## src/hdl/cisub_pkg.sv

```systemverilog
// Package with the opcode codes, flag bit positions and widths of the instruction step block.
`timescale 1ns / 1ps

package cisub_pkg;

	// Primary opcodes that the block executes.
	localparam logic [7:0] OP_LD_BC_D16 = 8'h01;
	localparam logic [7:0] OP_LD_IBC_A  = 8'h02;
	localparam logic [7:0] OP_INC_BC    = 8'h03;
	localparam logic [7:0] OP_INC_B     = 8'h04;
	localparam logic [7:0] OP_INC_C     = 8'h0C;
	localparam logic [7:0] OP_LD_C_D8   = 8'h0E;
	localparam logic [7:0] OP_JR_NZ     = 8'h20;
	localparam logic [7:0] OP_LD_HL_D16 = 8'h21;
	localparam logic [7:0] OP_LD_SP_D16 = 8'h31;
	localparam logic [7:0] OP_LDD_IHL_A = 8'h32;
	localparam logic [7:0] OP_LD_A_D8   = 8'h3E;
	localparam logic [7:0] OP_LD_IHL_A  = 8'h77;
	localparam logic [7:0] OP_XOR_A     = 8'hAF;
	localparam logic [7:0] OP_LDH_IA8_A = 8'hE0;
	localparam logic [7:0] OP_LDH_IC_A  = 8'hE2;
	localparam logic [7:0] OP_PREFIX_CB = 8'hCB;

	// Extended opcode behind the prefix.
	localparam logic [7:0] CB_BIT7_H = 8'h7C;

	// High page used by the LDH forms.
	localparam logic [7:0] HIGH_PAGE = 8'hFF;

	// Flag bit positions in F.
	localparam int FLAG_Z = 7;
	localparam int FLAG_N = 6;
	localparam int FLAG_H = 5;
	localparam int FLAG_C = 4;

	localparam int BYTE_W  = 8;
	localparam int WORD_W  = 16;
	localparam int MCYC_W  = 3;
	localparam int TICK_W  = 5;

endpackage

```

## src/hdl/cisub_if.sv

```systemverilog
// Valid/ready channel interfaces for the instruction and result transactions.
`timescale 1ns / 1ps

interface cisub_instr_if;
	logic       valid;
	logic       ready;
	logic [7:0] opcode_byte;
	logic [7:0] second_byte;
	logic [7:0] third_byte;

	modport source (output valid, output opcode_byte, output second_byte,
		output third_byte, input ready);
	modport sink (input valid, input opcode_byte, input second_byte,
		input third_byte, output ready);
endinterface

interface cisub_result_if;
	logic        valid;
	logic        ready;
	logic [15:0] next_pc;
	logic        mem_write;
	logic [15:0] write_addr;
	logic [7:0]  write_data;
	logic        halted;
	logic [2:0]  machine_cycles;
	logic [4:0]  clock_cycles;
	logic [7:0]  acc_out;
	logic [7:0]  flags_out;
	logic [15:0] bc_out;
	logic [15:0] hl_out;
	logic [15:0] sp_out;

	modport source (output valid, output next_pc, output mem_write, output write_addr,
		output write_data, output halted, output machine_cycles, output clock_cycles,
		output acc_out, output flags_out, output bc_out, output hl_out, output sp_out,
		input ready);
	modport sink (input valid, input next_pc, input mem_write, input write_addr,
		input write_data, input halted, input machine_cycles, input clock_cycles,
		input acc_out, input flags_out, input bc_out, input hl_out, input sp_out,
		output ready);
endinterface

```

## src/hdl/cpu_instruction_step_subset.sv

```systemverilog
// Top level of the instruction step block: register file, decode and result register.
`timescale 1ns / 1ps

// Each instruction transaction carries the opcode byte and the two bytes that follow
// it, and the block executes the whole instruction in the cycle it is accepted: it
// updates A, F, BC, HL, SP and PC and captures one result transaction in the output
// register. One instruction is accepted every clock cycle; the only thing that sets
// this figure is the single output register, which lets a new instruction in as long
// as the held result is being taken in the same cycle or the register is empty. The
// result gives the next PC, at most one memory byte write (the byte is always A),
// the cycle counts of the instruction and the register values after it. Any opcode
// outside the supported subset stops the CPU: from then on every instruction is
// ignored and its result repeats the current registers with halted set, no write and
// zero cycle counts. Only reset brings the CPU back to running from PC zero.
module cpu_instruction_step_subset (
	input  logic           clk,
	input  logic           arst_n,
	cisub_instr_if.sink    instr,
	cisub_result_if.source result
);
	import cisub_pkg::*;

	// Architectural state.
	logic [BYTE_W-1:0] acc_q, flags_q;
	logic [WORD_W-1:0] bc_q, hl_q, sp_q, pc_q;
	logic              stopped_q;

	// Next state and result fields for the instruction at the input.
	logic [BYTE_W-1:0] acc_n, flags_n;
	logic [WORD_W-1:0] bc_n, hl_n, sp_n, pc_n, pc_base, waddr_n;
	logic              stopped_n, wr_n;
	logic [1:0]        len_n;
	logic [TICK_W-1:0] ticks_n;
	logic [WORD_W-1:0] imm16;
	logic [WORD_W-1:0] jr_offset;

	logic res_valid_q;
	logic accept;

	// Flags of an 8-bit increment: carry is kept, half carry comes out of the low nibble.
	function automatic logic [BYTE_W-1:0] inc_flags(input logic [BYTE_W-1:0] operand,
		input logic [BYTE_W-1:0] flags);
		logic [BYTE_W-1:0] f;
		f = '0;
		f[FLAG_C] = flags[FLAG_C];
		f[FLAG_Z] = (operand == {BYTE_W{1'b1}});
		f[FLAG_H] = (operand[3:0] == 4'hF);
		return f;
	endfunction

	// A new instruction may enter whenever the result register is free or drains now.
	assign instr.ready = !res_valid_q || result.ready;
	assign accept      = instr.valid && instr.ready;

	assign imm16     = {instr.third_byte, instr.second_byte};
	assign jr_offset = {{BYTE_W{instr.second_byte[BYTE_W-1]}}, instr.second_byte};

	always_comb begin
		acc_n     = acc_q;
		flags_n   = flags_q;
		bc_n      = bc_q;
		hl_n      = hl_q;
		sp_n      = sp_q;
		stopped_n = stopped_q;
		pc_base   = pc_q;
		len_n     = 2'd0;
		ticks_n   = '0;
		wr_n      = 1'b0;
		waddr_n   = '0;
		if (!stopped_q) begin
			case (instr.opcode_byte)
				OP_LD_BC_D16: begin
					bc_n = imm16; len_n = 2'd3; ticks_n = 5'd12;
				end
				OP_LD_IBC_A: begin
					wr_n = 1'b1; waddr_n = bc_q; len_n = 2'd1; ticks_n = 5'd8;
				end
				OP_INC_BC: begin
					bc_n = bc_q + 16'd1; len_n = 2'd1; ticks_n = 5'd8;
				end
				OP_INC_B: begin
					flags_n = inc_flags(bc_q[15:8], flags_q);
					bc_n = {bc_q[15:8] + 8'd1, bc_q[7:0]};
					len_n = 2'd1; ticks_n = 5'd4;
				end
				OP_INC_C: begin
					flags_n = inc_flags(bc_q[7:0], flags_q);
					bc_n = {bc_q[15:8], bc_q[7:0] + 8'd1};
					len_n = 2'd1; ticks_n = 5'd4;
				end
				OP_LD_C_D8: begin
					bc_n = {bc_q[15:8], instr.second_byte}; len_n = 2'd2; ticks_n = 5'd8;
				end
				OP_JR_NZ: begin
					len_n = 2'd2;
					if (!flags_q[FLAG_Z]) begin
						// The offset is relative to the byte after the instruction.
						pc_base = pc_q + jr_offset;
						ticks_n = 5'd12;
					end else begin
						ticks_n = 5'd8;
					end
				end
				OP_LD_HL_D16: begin
					hl_n = imm16; len_n = 2'd3; ticks_n = 5'd12;
				end
				OP_LD_SP_D16: begin
					sp_n = imm16; len_n = 2'd3; ticks_n = 5'd12;
				end
				OP_LDD_IHL_A: begin
					// The write uses HL ahead of the decrement.
					wr_n = 1'b1; waddr_n = hl_q; hl_n = hl_q - 16'd1;
					len_n = 2'd1; ticks_n = 5'd8;
				end
				OP_LD_A_D8: begin
					acc_n = instr.second_byte; len_n = 2'd2; ticks_n = 5'd8;
				end
				OP_LD_IHL_A: begin
					wr_n = 1'b1; waddr_n = hl_q; len_n = 2'd1; ticks_n = 5'd8;
				end
				OP_XOR_A: begin
					acc_n = '0; flags_n = '0; flags_n[FLAG_Z] = 1'b1;
					len_n = 2'd1; ticks_n = 5'd4;
				end
				OP_LDH_IA8_A: begin
					wr_n = 1'b1; waddr_n = {HIGH_PAGE, instr.second_byte};
					len_n = 2'd2; ticks_n = 5'd12;
				end
				OP_LDH_IC_A: begin
					wr_n = 1'b1; waddr_n = {HIGH_PAGE, bc_q[7:0]};
					len_n = 2'd1; ticks_n = 5'd8;
				end
				OP_PREFIX_CB: begin
					if (instr.second_byte == CB_BIT7_H) begin
						flags_n = '0;
						flags_n[FLAG_C] = flags_q[FLAG_C];
						flags_n[FLAG_H] = 1'b1;
						flags_n[FLAG_Z] = !hl_q[15];
						len_n = 2'd2; ticks_n = 5'd8;
					end else begin
						stopped_n = 1'b1;
					end
				end
				default: begin
					stopped_n = 1'b1;
				end
			endcase
		end
		if (stopped_n) begin
			// A stopping opcode changes nothing and reports no work.
			wr_n    = 1'b0;
			waddr_n = '0;
			ticks_n = '0;
			pc_n    = pc_q;
		end else begin
			pc_n = pc_base + {{(WORD_W-2){1'b0}}, len_n};
		end
	end

	// Register file; it moves only when an instruction is accepted.
	always_ff @(posedge clk or negedge arst_n) begin
		if (!arst_n) begin
			acc_q     <= '0;
			flags_q   <= '0;
			bc_q      <= '0;
			hl_q      <= '0;
			sp_q      <= '0;
			pc_q      <= '0;
			stopped_q <= 1'b0;
		end else if (accept) begin
			acc_q     <= acc_n;
			flags_q   <= flags_n;
			bc_q      <= bc_n;
			hl_q      <= hl_n;
			sp_q      <= sp_n;
			pc_q      <= pc_n;
			stopped_q <= stopped_n;
		end
	end

	// Result register valid flag.
	always_ff @(posedge clk or negedge arst_n) begin
		if (!arst_n) begin
			res_valid_q <= 1'b0;
		end else if (accept) begin
			res_valid_q <= 1'b1;
		end else if (result.ready) begin
			res_valid_q <= 1'b0;
		end
	end

	// Result payload, loaded with the state after the instruction.
	always_ff @(posedge clk) begin
		if (accept) begin
			result.next_pc        <= pc_n;
			result.mem_write      <= wr_n;
			result.write_addr     <= waddr_n;
			result.write_data     <= wr_n ? acc_q : '0;
			result.halted         <= stopped_n;
			result.machine_cycles <= ticks_n[TICK_W-1:2];
			result.clock_cycles   <= ticks_n;
			result.acc_out        <= acc_n;
			result.flags_out      <= flags_n;
			result.bc_out         <= bc_n;
			result.hl_out         <= hl_n;
			result.sp_out         <= sp_n;
		end
	end

	assign result.valid = res_valid_q;

`ifndef SYNTHESIS
	// Once stopped, the CPU stays stopped until reset.
	a_stop_sticky: assert property (@(posedge clk) disable iff (!arst_n)
		stopped_q |=> stopped_q)
		else $error("stopped CPU resumed without reset");

	// A halted result reports no work and no write.
	a_halt_idle: assert property (@(posedge clk) disable iff (!arst_n)
		(result.valid && result.halted) |->
		(result.clock_cycles == '0 && !result.mem_write))
		else $error("halted result carries work");

	// Machine cycles are the clock ticks divided by four.
	a_cycle_ratio: assert property (@(posedge clk) disable iff (!arst_n)
		result.valid |-> (result.clock_cycles == {result.machine_cycles, 2'b00}))
		else $error("machine cycles do not match clock ticks");

	// An empty result register never blocks the input.
	a_ready_empty: assert property (@(posedge clk) disable iff (!arst_n)
		!res_valid_q |-> instr.ready)
		else $error("input stalled with an empty result register");
`endif

endmodule
```

## src/flat_wrapper.sv

```systemverilog
// flat-port wrapper written by rule: the top's interface ports become plain ports
module cpu_instruction_step_subset_flat import cisub_pkg::*;
  (clk, arst_n, instr_valid, instr_opcode_byte, instr_second_byte, instr_third_byte, instr_ready, result_valid, result_next_pc, result_mem_write, result_write_addr, result_write_data, result_halted, result_machine_cycles, result_clock_cycles, result_acc_out, result_flags_out, result_bc_out, result_hl_out, result_sp_out, result_ready);
  cisub_instr_if instr_i ();
  cisub_result_if result_i ();
  input  logic clk;
  input  logic arst_n;
  input wire logic [$bits(instr_i.valid)-1:0] instr_valid;
  input wire logic [$bits(instr_i.opcode_byte)-1:0] instr_opcode_byte;
  input wire logic [$bits(instr_i.second_byte)-1:0] instr_second_byte;
  input wire logic [$bits(instr_i.third_byte)-1:0] instr_third_byte;
  output wire logic [$bits(instr_i.ready)-1:0] instr_ready;
  output wire logic [$bits(result_i.valid)-1:0] result_valid;
  output wire logic [$bits(result_i.next_pc)-1:0] result_next_pc;
  output wire logic [$bits(result_i.mem_write)-1:0] result_mem_write;
  output wire logic [$bits(result_i.write_addr)-1:0] result_write_addr;
  output wire logic [$bits(result_i.write_data)-1:0] result_write_data;
  output wire logic [$bits(result_i.halted)-1:0] result_halted;
  output wire logic [$bits(result_i.machine_cycles)-1:0] result_machine_cycles;
  output wire logic [$bits(result_i.clock_cycles)-1:0] result_clock_cycles;
  output wire logic [$bits(result_i.acc_out)-1:0] result_acc_out;
  output wire logic [$bits(result_i.flags_out)-1:0] result_flags_out;
  output wire logic [$bits(result_i.bc_out)-1:0] result_bc_out;
  output wire logic [$bits(result_i.hl_out)-1:0] result_hl_out;
  output wire logic [$bits(result_i.sp_out)-1:0] result_sp_out;
  input wire logic [$bits(result_i.ready)-1:0] result_ready;
  assign instr_i.valid = instr_valid;
  assign instr_i.opcode_byte = instr_opcode_byte;
  assign instr_i.second_byte = instr_second_byte;
  assign instr_i.third_byte = instr_third_byte;
  assign instr_ready = instr_i.ready;
  assign result_valid = result_i.valid;
  assign result_next_pc = result_i.next_pc;
  assign result_mem_write = result_i.mem_write;
  assign result_write_addr = result_i.write_addr;
  assign result_write_data = result_i.write_data;
  assign result_halted = result_i.halted;
  assign result_machine_cycles = result_i.machine_cycles;
  assign result_clock_cycles = result_i.clock_cycles;
  assign result_acc_out = result_i.acc_out;
  assign result_flags_out = result_i.flags_out;
  assign result_bc_out = result_i.bc_out;
  assign result_hl_out = result_i.hl_out;
  assign result_sp_out = result_i.sp_out;
  assign result_i.ready = result_ready;
  cpu_instruction_step_subset u_core (.clk(clk), .arst_n(arst_n), .instr(instr_i), .result(result_i));
endmodule
```

## config.mk

```make
export PLATFORM = sky130hd
export DESIGN_NAME = cpu_instruction_step_subset_flat
export DESIGN_NICKNAME = d
export VERILOG_FILES = /design/src/hdl/cisub_pkg.sv /design/src/hdl/cisub_if.sv /design/src/hdl/cpu_instruction_step_subset.sv /design/src/flat_wrapper.sv
export SDC_FILE = /design/constraint.sdc
export NUM_CORES = 1
export LEC_CHECK = 0
export ABC_CLOCK_PERIOD_IN_PS = 4660
export BUFFER_PORTS_ARGS = -buffer_cell sky130_fd_sc_hd__buf_4
export CORE_ASPECT_RATIO = 0.75
export CORE_MARGIN = 1.5
export CORE_UTILIZATION = 35
export DETAILED_ROUTE_END_ITERATION = 12
export GPL_ROUTABILITY_DRIVEN = 0
export PLACE_DENSITY = 0.63
export SLEW_MARGIN = 20
export SYNTH_ARGS = -nofsm -noshare
export SYNTH_HDL_FRONTEND = slang
export SYNTH_SLANG_ARGS = --single-unit
export TNS_END_PERCENT = 5
```

## constraint.sdc

```tcl
create_clock -name clk -period 4.66 [get_ports clk]
set_input_delay 0.466 -clock clk [delete_from_list [all_inputs] [get_ports clk]]
set_output_delay 0.466 -clock clk [all_outputs]
set_load 0.005 [all_outputs]
```

==> results.py, run 1 <==
metrics = {
    "power_and_ir_drop": {
        "pwr-share-seq_pct": 50.8,
        "p_leak_uw": 0.005177,
        "switchingPower_uw": 932.4,
        "p_per_area_nw_per_um2": 302.1,
        "peakVddDrop_v": 0.0002290,
        "internal-power_uw": 2842,
        "clockPowerShare_pct": 39.3,
        "netSwitchingFraction_pct": 24.70,
        "comb_power_share_pct": 10.0,
    },
    "run_status": {
        "status": "finished, final reports clean",
    },
    "die": {
        "start_util_pct": 35.74,
        "die_x_um": 202.6,
        "die_h_um": 152.7,
        "core_area_um2": 29260,
        "rows": 54,
        "io_pins": 144,
        "die-area_um2": 30930,
    },
    "clocking": {
        "clkSinkCount": 190,
        "clkTransAtPathRegs_ns": 0.07,
        "clk_latency_ns": 0.44,
        "numCtsBuffers": 17,
        "cts_resized": 0,
        "cts_buffer_depth": 2,
        "cts_root_buffer": "clkbuf_16",
        "cts_hold_buf": 0,
        "cts_tree": "done",
        "ctsHtreeMaxLevel": 4,
        "cts_setup_buffers": 0,
    },
    "placed_design": {
        "hpwl_um": 21190,
        "io_buffers": 139,
        "place_area_um2": 11910,
    },
    "timing": {
        "grt_setup_unrepaired": "false",
        "slew_headroom_pct": 38.66,
        "post-route-period-util_pct": 81.28,
        "timing.fmax_ghz": 0.2640,
        "slew_viol_final": 0,
        "hold_violations": 0,
        "min_period_ns": 3.788,
        "worst_pin_slew_ns": 0.9167,
        "setup_viol": 0,
        "fin_skew_ns": 0.01062,
        "fin_tns_setup_ns": 0,
    },
    "grt": {
        "grt_first_pass_wirelength_um": 46110,
        "grt-ovfl-total": 0,
        "grt_use_total_pct": 19.32,
        "antenna_found_initial": 1,
        "grt_pass1_vias": 7789,
        "grt_start_max_net_pins": 53,
    },
    "route": {
        "totalWireLength_um": 29910,
        "routed-via-count": 8669,
        "drc": 0,
        "drtIter0Drc": 839,
        "firstDrtPassIters": 8,
        "vias_per_cell": 5.463,
        "post_drt_wl_per_cell_um": 18.84,
        "ant_nets": 0,
    },
    "setup_path": {
        "cp_max_fo": 4,
        "end_kind": "flop",
        "path_cells": "ha_1 > inv_1 > fa_1 > nor2b_1 > o31a_1 > o311ai_1 > a2111o_1 > o211ai_1 > or4b_4 > nor3b_4 > mux2i_1 > xor2_1",
        "cp_num_buf_inv": 1,
        "crit_slowest_cell": "or4b_4",
        "crit_type": "reg -> reg",
        "worst_ep_arrival_time_ns": 3.97,
        "crit_path_start_kind": "flop",
        "crit_family": "simple AND/OR/NAND/NOR gates",
        "required_ns": 4.84,
        "cpPeakStageDelay_ns": 0.50,
    },
    "synthesis": {
        "ys_seq_area_share_pct": 50.64,
        "netlist_area_um2": 10460,
        "synth_top_family_by_area": "simple AND/OR/NAND/NOR gates",
        "synth_top_area_share_pct": 31.02,
        "synthFlopType": "edfxtp_1",
        "synth-xor-area-share_pct": 1.005,
        "synth_edf_count": 108,
        "synthCells": 1054,
        "netlist_top_cells_area": "edfxtp_1 (31%), dfrtp_1 (20%), nand2_1 (8.5%), mux2_2 (3.6%), o21ai_0 (3.2%)",
        "synth_top_area_cell": "edfxtp_1",
        "ys_async_sr_fraction_pct": 43.16,
        "synthAdderAreaFrac_pct": 2.776,
        "ys_types": 101,
        "synth-compound-area-share_pct": 16.06,
        "yosys_warnings": 0,
        "synth-seq-cells": 190,
        "muxShareOfSynthArea_pct": 4.320,
        "avgSynthCellArea_um2": 9.921,
        "yosys.area_share.simple_pct": 22.09,
    },
    "worst_hold_path": {
        "hp-class": "in -> async",
    },
    "finish": {
        "num_antenna_cells": 0,
        "drive_gt1_share_pct": 22.26,
        "fin_util_pct": 42.71,
        "design_area_um2": 12490,
        "fin_nets": 1232,
        "syn2layout_area_growth_pct": 19.49,
    },
    "job": {
        "max_cap_violations": 0,
    },
}
## placed cells by master, fill, tap and decap left out, types with 13 or more instances in the layout
| cell type | count |
|---|---|
| nand3_1 | 19 |
| buf_4 | 159 |
| nor2_1 | 80 |
| nand2_1 | 237 |
| o21ai_0 | 66 |
| a21oi_1 | 44 |
| and3_1 | 16 |
| inv_1 | 13 |
| nor3_1 | 18 |
| edfxtp_1 | 108 |
| a22o_1 | 15 |
| dfrtp_1 | 82 |
| clkbuf_16 | 17 |
| mux2_2 | 33 |
| nor2b_1 | 13 |
| nand2b_1 | 14 |
| ha_1 | 20 |
## stage by stage
step	total power [uW]	cells	hold WS (ns)	setup slack, ns
CTS	3799	1587	0.1061	0.9066
finish	3775	1587	0.07052	0.8725
global placement	2322	1555	0.4529	0.5495
floorplan	2123	1057	0.1704	0.7543
detailed placement	2326	1555	0.4584	0.4978
global route	3908	1587	0.1194	0.6324
## logic make-up (layout without fill, tap and decap cells)
logic type      count (synthesis)  count (layout)
simple gates                  478             478
compound gates                241             241
flops                         190             190
buf+inv                        69             207
mux                            41              41
fa+ha+maj                      22              22
xor+xnor                       12              12
other cells                     1               4
## layer usage
metal,up-vias,part of all wire (%),wire (um),track usage [%]
met5,-,0,0,0
met4,0,1.1,319,3.880
met3,26,9.4,2820,4.983
met2,353,42,12510,27.17
met1,4190,48,14260,29.60
li1,4100,-,-,-
## flip-flops by register name, summed over array words and instances (netlist names), 2 cells and up
signal	flops
u_core.result.write_addr	16
u_core.pc_q	16
u_core.result.next_pc	16
u_core.result.flags_out	8
u_core.result.sp_out	16
u_core.result.machine_cycles	2
u_core.result.hl_out	16
u_core.acc_q	8
u_core.hl_q	16
u_core.flags_q	8
u_core.bc_q	16
u_core.result.acc_out	8
u_core.result.bc_out	16
u_core.sp_q	16
u_core.result.write_data	8
## path summary, 6_finish.rpt
kind / from / to / slack, ns / depth (start not counted)
worst max-delay path: u_core.pc_q[0] / u_core.result.next_pc[15] / 0.87 / 12
worst max register to register: u_core.pc_q[0] / u_core.result.next_pc[15] / 0.87 / 12
worst min-delay path: arst_n / u_core.pc_q[7] / 0.07 / 1
min in group clk: instr_valid / u_core.result.valid / 0.24 / 2
max in group asynchronous: arst_n / u_core.bc_q[9] / 3.62 / 2
worst min register to register: u_core.sp_q[5] / u_core.sp_q[5] / 0.47 / 2
## area by class of cell
type                            count  area (um2)
Fill cell                        2809       16760
Sequential cell                   190        5295
Multi-Input combinational cell    798        4853
Timing Repair Buffer              160        1214
Tap cell                          392       490.5
Clock buffer                       19       432.9
Clock inverter                     13       147.6
Inverter                           15       61.31
## Yosys cell counts (all sizes together), types with 11 or more instances
| master | number |
|---|---|
| nand3 | 19 |
| buf | 23 |
| o21ai | 69 |
| or3 | 13 |
| nand2 | 238 |
| dfrtp | 82 |
| nor3 | 20 |
| clkbuf | 31 |
| nor2b | 13 |
| a21o | 11 |
| a21oi | 47 |
| inv | 14 |
| ha | 20 |
| nand2b | 14 |
| edfxtp | 108 |
| and3 | 18 |
| nor2 | 83 |
| mux2 | 33 |
| a22o | 15 |
## power by group through the flow
stage / registers, uW / clock network (uW) / logic, uW
floorplan: 1930 / 0 / 190
global placement: 1950 / 0 / 375
detailed placement: 1950 / 0 / 379
CTS: 1910 / 1510 / 379
global route: 1920 / 1570 / 418
finish: 1920 / 1480 / 377
Note: power is estimated with default switching activity, not from simulation.
==> run 2, diff against run 1 <==
ABC_CLOCK_PERIOD_IN_PS = 3600   (was 4660)
PLACE_DENSITY = 0.61   (was 0.63)
clock period = 3.6 ns   (was 4.66 ns; I/O delays follow)
==> run 2 against run 1 <==
Net effect:
- the flow now finishes with violations (hold timing)
- sequential power increased by 29%
- routed wire length increased by 4.3%
- critical endpoint unchanged
- die area unchanged
- fmax increased by 8.2%
- worst setup slack got worse by 0.77 ns
- highest routed layer unchanged
- design area increased by 4.5%
==> results.py, run 2 (same netlist as run 1, synthesis figures left out) <==
metrics = {
    "run_status": {
        "status": "finished, violations left",
        "violations": "hold timing",
    },
    "power_and_ir_drop": {
        "clockPowerShare_pct": 40.4,
        "peakVddDrop_v": 0.0003388,
        "p_per_area_nw_per_um2": 387.0,
        "p_leak_uw": 0.005479,
        "comb_power_share_pct": 10.5,
        "netSwitchingFraction_pct": 24.98,
        "internal-power_uw": 3792,
        "switchingPower_uw": 1263,
        "pwr-share-seq_pct": 49.1,
    },
    "timing": {
        "slew_headroom_pct": 49.58,
        "slew_viol_final": 0,
        "fin_hold_ws_ns": -0.02451,
        "grt_setup_unrepaired": "false",
        "timing.fmax_ghz": 0.2855,
        "setup_viol": 0,
        "fin_skew_ns": 0.01213,
        "min_period_ns": 3.502,
        "hold_violations": 25,
        "post-route-period-util_pct": 97.28,
        "worst_pin_slew_ns": 0.7537,
    },
    "route": {
        "vias_per_cell": 5.380,
        "routed-via-count": 8866,
        "drc": 0,
        "totalWireLength_um": 31200,
        "drtIter0Drc": 799,
        "firstDrtPassIters": 9,
        "ant_nets": 0,
        "post_drt_wl_per_cell_um": 18.93,
    },
    "clocking": {
        "cts_tree": "done",
        "clk_latency_ns": 0.45,
        "ctsHtreeMaxLevel": 4,
        "numCtsBuffers": 17,
        "clkTransAtPathRegs_ns": 0.08,
        "cts_buffer_depth": 2,
        "cts_root_buffer": "clkbuf_16",
        "clkSinkCount": 190,
    },
    "setup_path": {
        "crit_slowest_cell": "or4b_4",
        "worst_ep_arrival_time_ns": 3.70,
        "path_cells": "ha_4 > buf_4 > a211o_2 > a21oi_4 > a21oi_1 > a311o_1 > o31a_1 > or4b_4 > nor3b_4 > mux2i_1 > xor2_1",
        "crit_type": "reg -> reg",
        "crit_family": "compound AO/OA/AOI/OAI gates",
        "crit_path_start_kind": "flop",
        "cp_max_fo": 4,
        "cp_num_buf_inv": 1,
        "end_kind": "flop",
        "required_ns": 3.80,
        "cpPeakStageDelay_ns": 0.55,
    },
    "grt": {
        "grt_use_total_pct": 20.42,
        "grt-ovfl-total": 0,
        "grt_start_max_net_pins": 58,
        "grt_first_pass_wirelength_um": 48360,
        "grt_pass1_vias": 8280,
        "antenna_found_initial": 0,
    },
    "placed_design": {
        "hpwl_um": 22760,
        "dpl.cell_count": 1615,
        "io_buffers": 139,
    },
    "die": {
        "io_pins": 144,
        "start_util_pct": 35.74,
        "rows": 54,
        "core_area_um2": 29260,
        "die_h_um": 152.7,
        "die_x_um": 202.6,
        "die-area_um2": 30930,
    },
    "finish": {
        "drive_gt1_share_pct": 26.99,
        "fin_util_pct": 44.65,
        "mostFrequentLayoutCells": "nand2_1 (237), buf_4 (219), edfxtp_1 (108)",
        "syn2layout_area_growth_pct": 24.91,
        "layout_commonest_cell": "nand2_1",
        "final_cells": 1648,
        "fin_nets": 1293,
        "num_antenna_cells": 0,
    },
    "worst_hold_path": {
        "hp-class": "in -> async",
    },
    "job": {
        "max_cap_violations": 0,
    },
}
==> run 2: cell types whose count changed in the layout (fill, tap and decap cells not counted), moves of 2 or more <==
cell / delta
clkinv_2: -3
a211oi_2: +2
ha_4: +2
inv_6: +2
ha_1: -4
a211oi_1: -2
clkinv_1: -3
ha_2: +2
buf_4: +60
==> run 2: area by class of cell <==
type	count	area, um2
flip-flops and latches	190	5296
fillers	2774	16190
clock buffers	20	436.7
inverters	15	61.31
clock inverters	12	185.2
multi-input cells	798	4907
well taps	392	490.5
repair buffers	221	1684
==> run 2: per-layer routing <==
metal  vias up  track usage (%)  part of all wire (%)
met2       312            27.64                    41
met1      4288            32.04                    49
li1       4244                -                     -
met5         -                0                     0
met3        22            4.790                   8.5
met4         0            5.185                   1.3
==> run 2: worst paths after layout <==
| path | startpoint | to | slack (ns) | cells past startpoint |
|---|---|---|---|---|
| max | u_core.pc_q[0] | u_core.result.next_pc[15] | 0.1 | 11 |
| min | arst_n | u_core.pc_q[10] | -0.02 | 1 |
| max reg2reg | u_core.pc_q[0] | u_core.result.next_pc[15] | 0.1 | 11 |
| min reg2reg | u_core.sp_q[0] | u_core.sp_q[0] | 0.47 | 2 |
| max in group asynchronous | arst_n | u_core.hl_q[11] | 2.82 | 2 |
| min in group clk | instr_valid | u_core.result.valid | 0.12 | 2 |
==> run 2: power groups by stage <==
stage	registers, uW	logic, uW	clock network (uW)
floorplan	2500	246	0
global placement	2520	517	0
detailed placement	2520	522	0
CTS	2480	524	2090
global route	2490	588	2160
finish	2480	531	2040
==> run 2: timing repair <==
| action | 4_1_cts | 5_1_grt |
|---|---|---|
| resized for setup | 0 | 12 |
| hold buffers | 0 | 0 |
| setup endpoints to repair | 0 | 7 |
| buffers inserted | 0 | 1 |
==> run 2: per-stage QoR <==
step	instance area [um2]	total power (uW)	worst slack, ns	setup TNS [ns]
finish	13060	5055	0.09791	0
global route	13060	5243	0.0002802	0
CTS	13000	5088	0.06443	0
detailed placement	12380	3043	-0.2901	-1.922
global placement	12380	3038	-0.2029	-1.230
floorplan	10470	2748	-0.1997	-0.9246
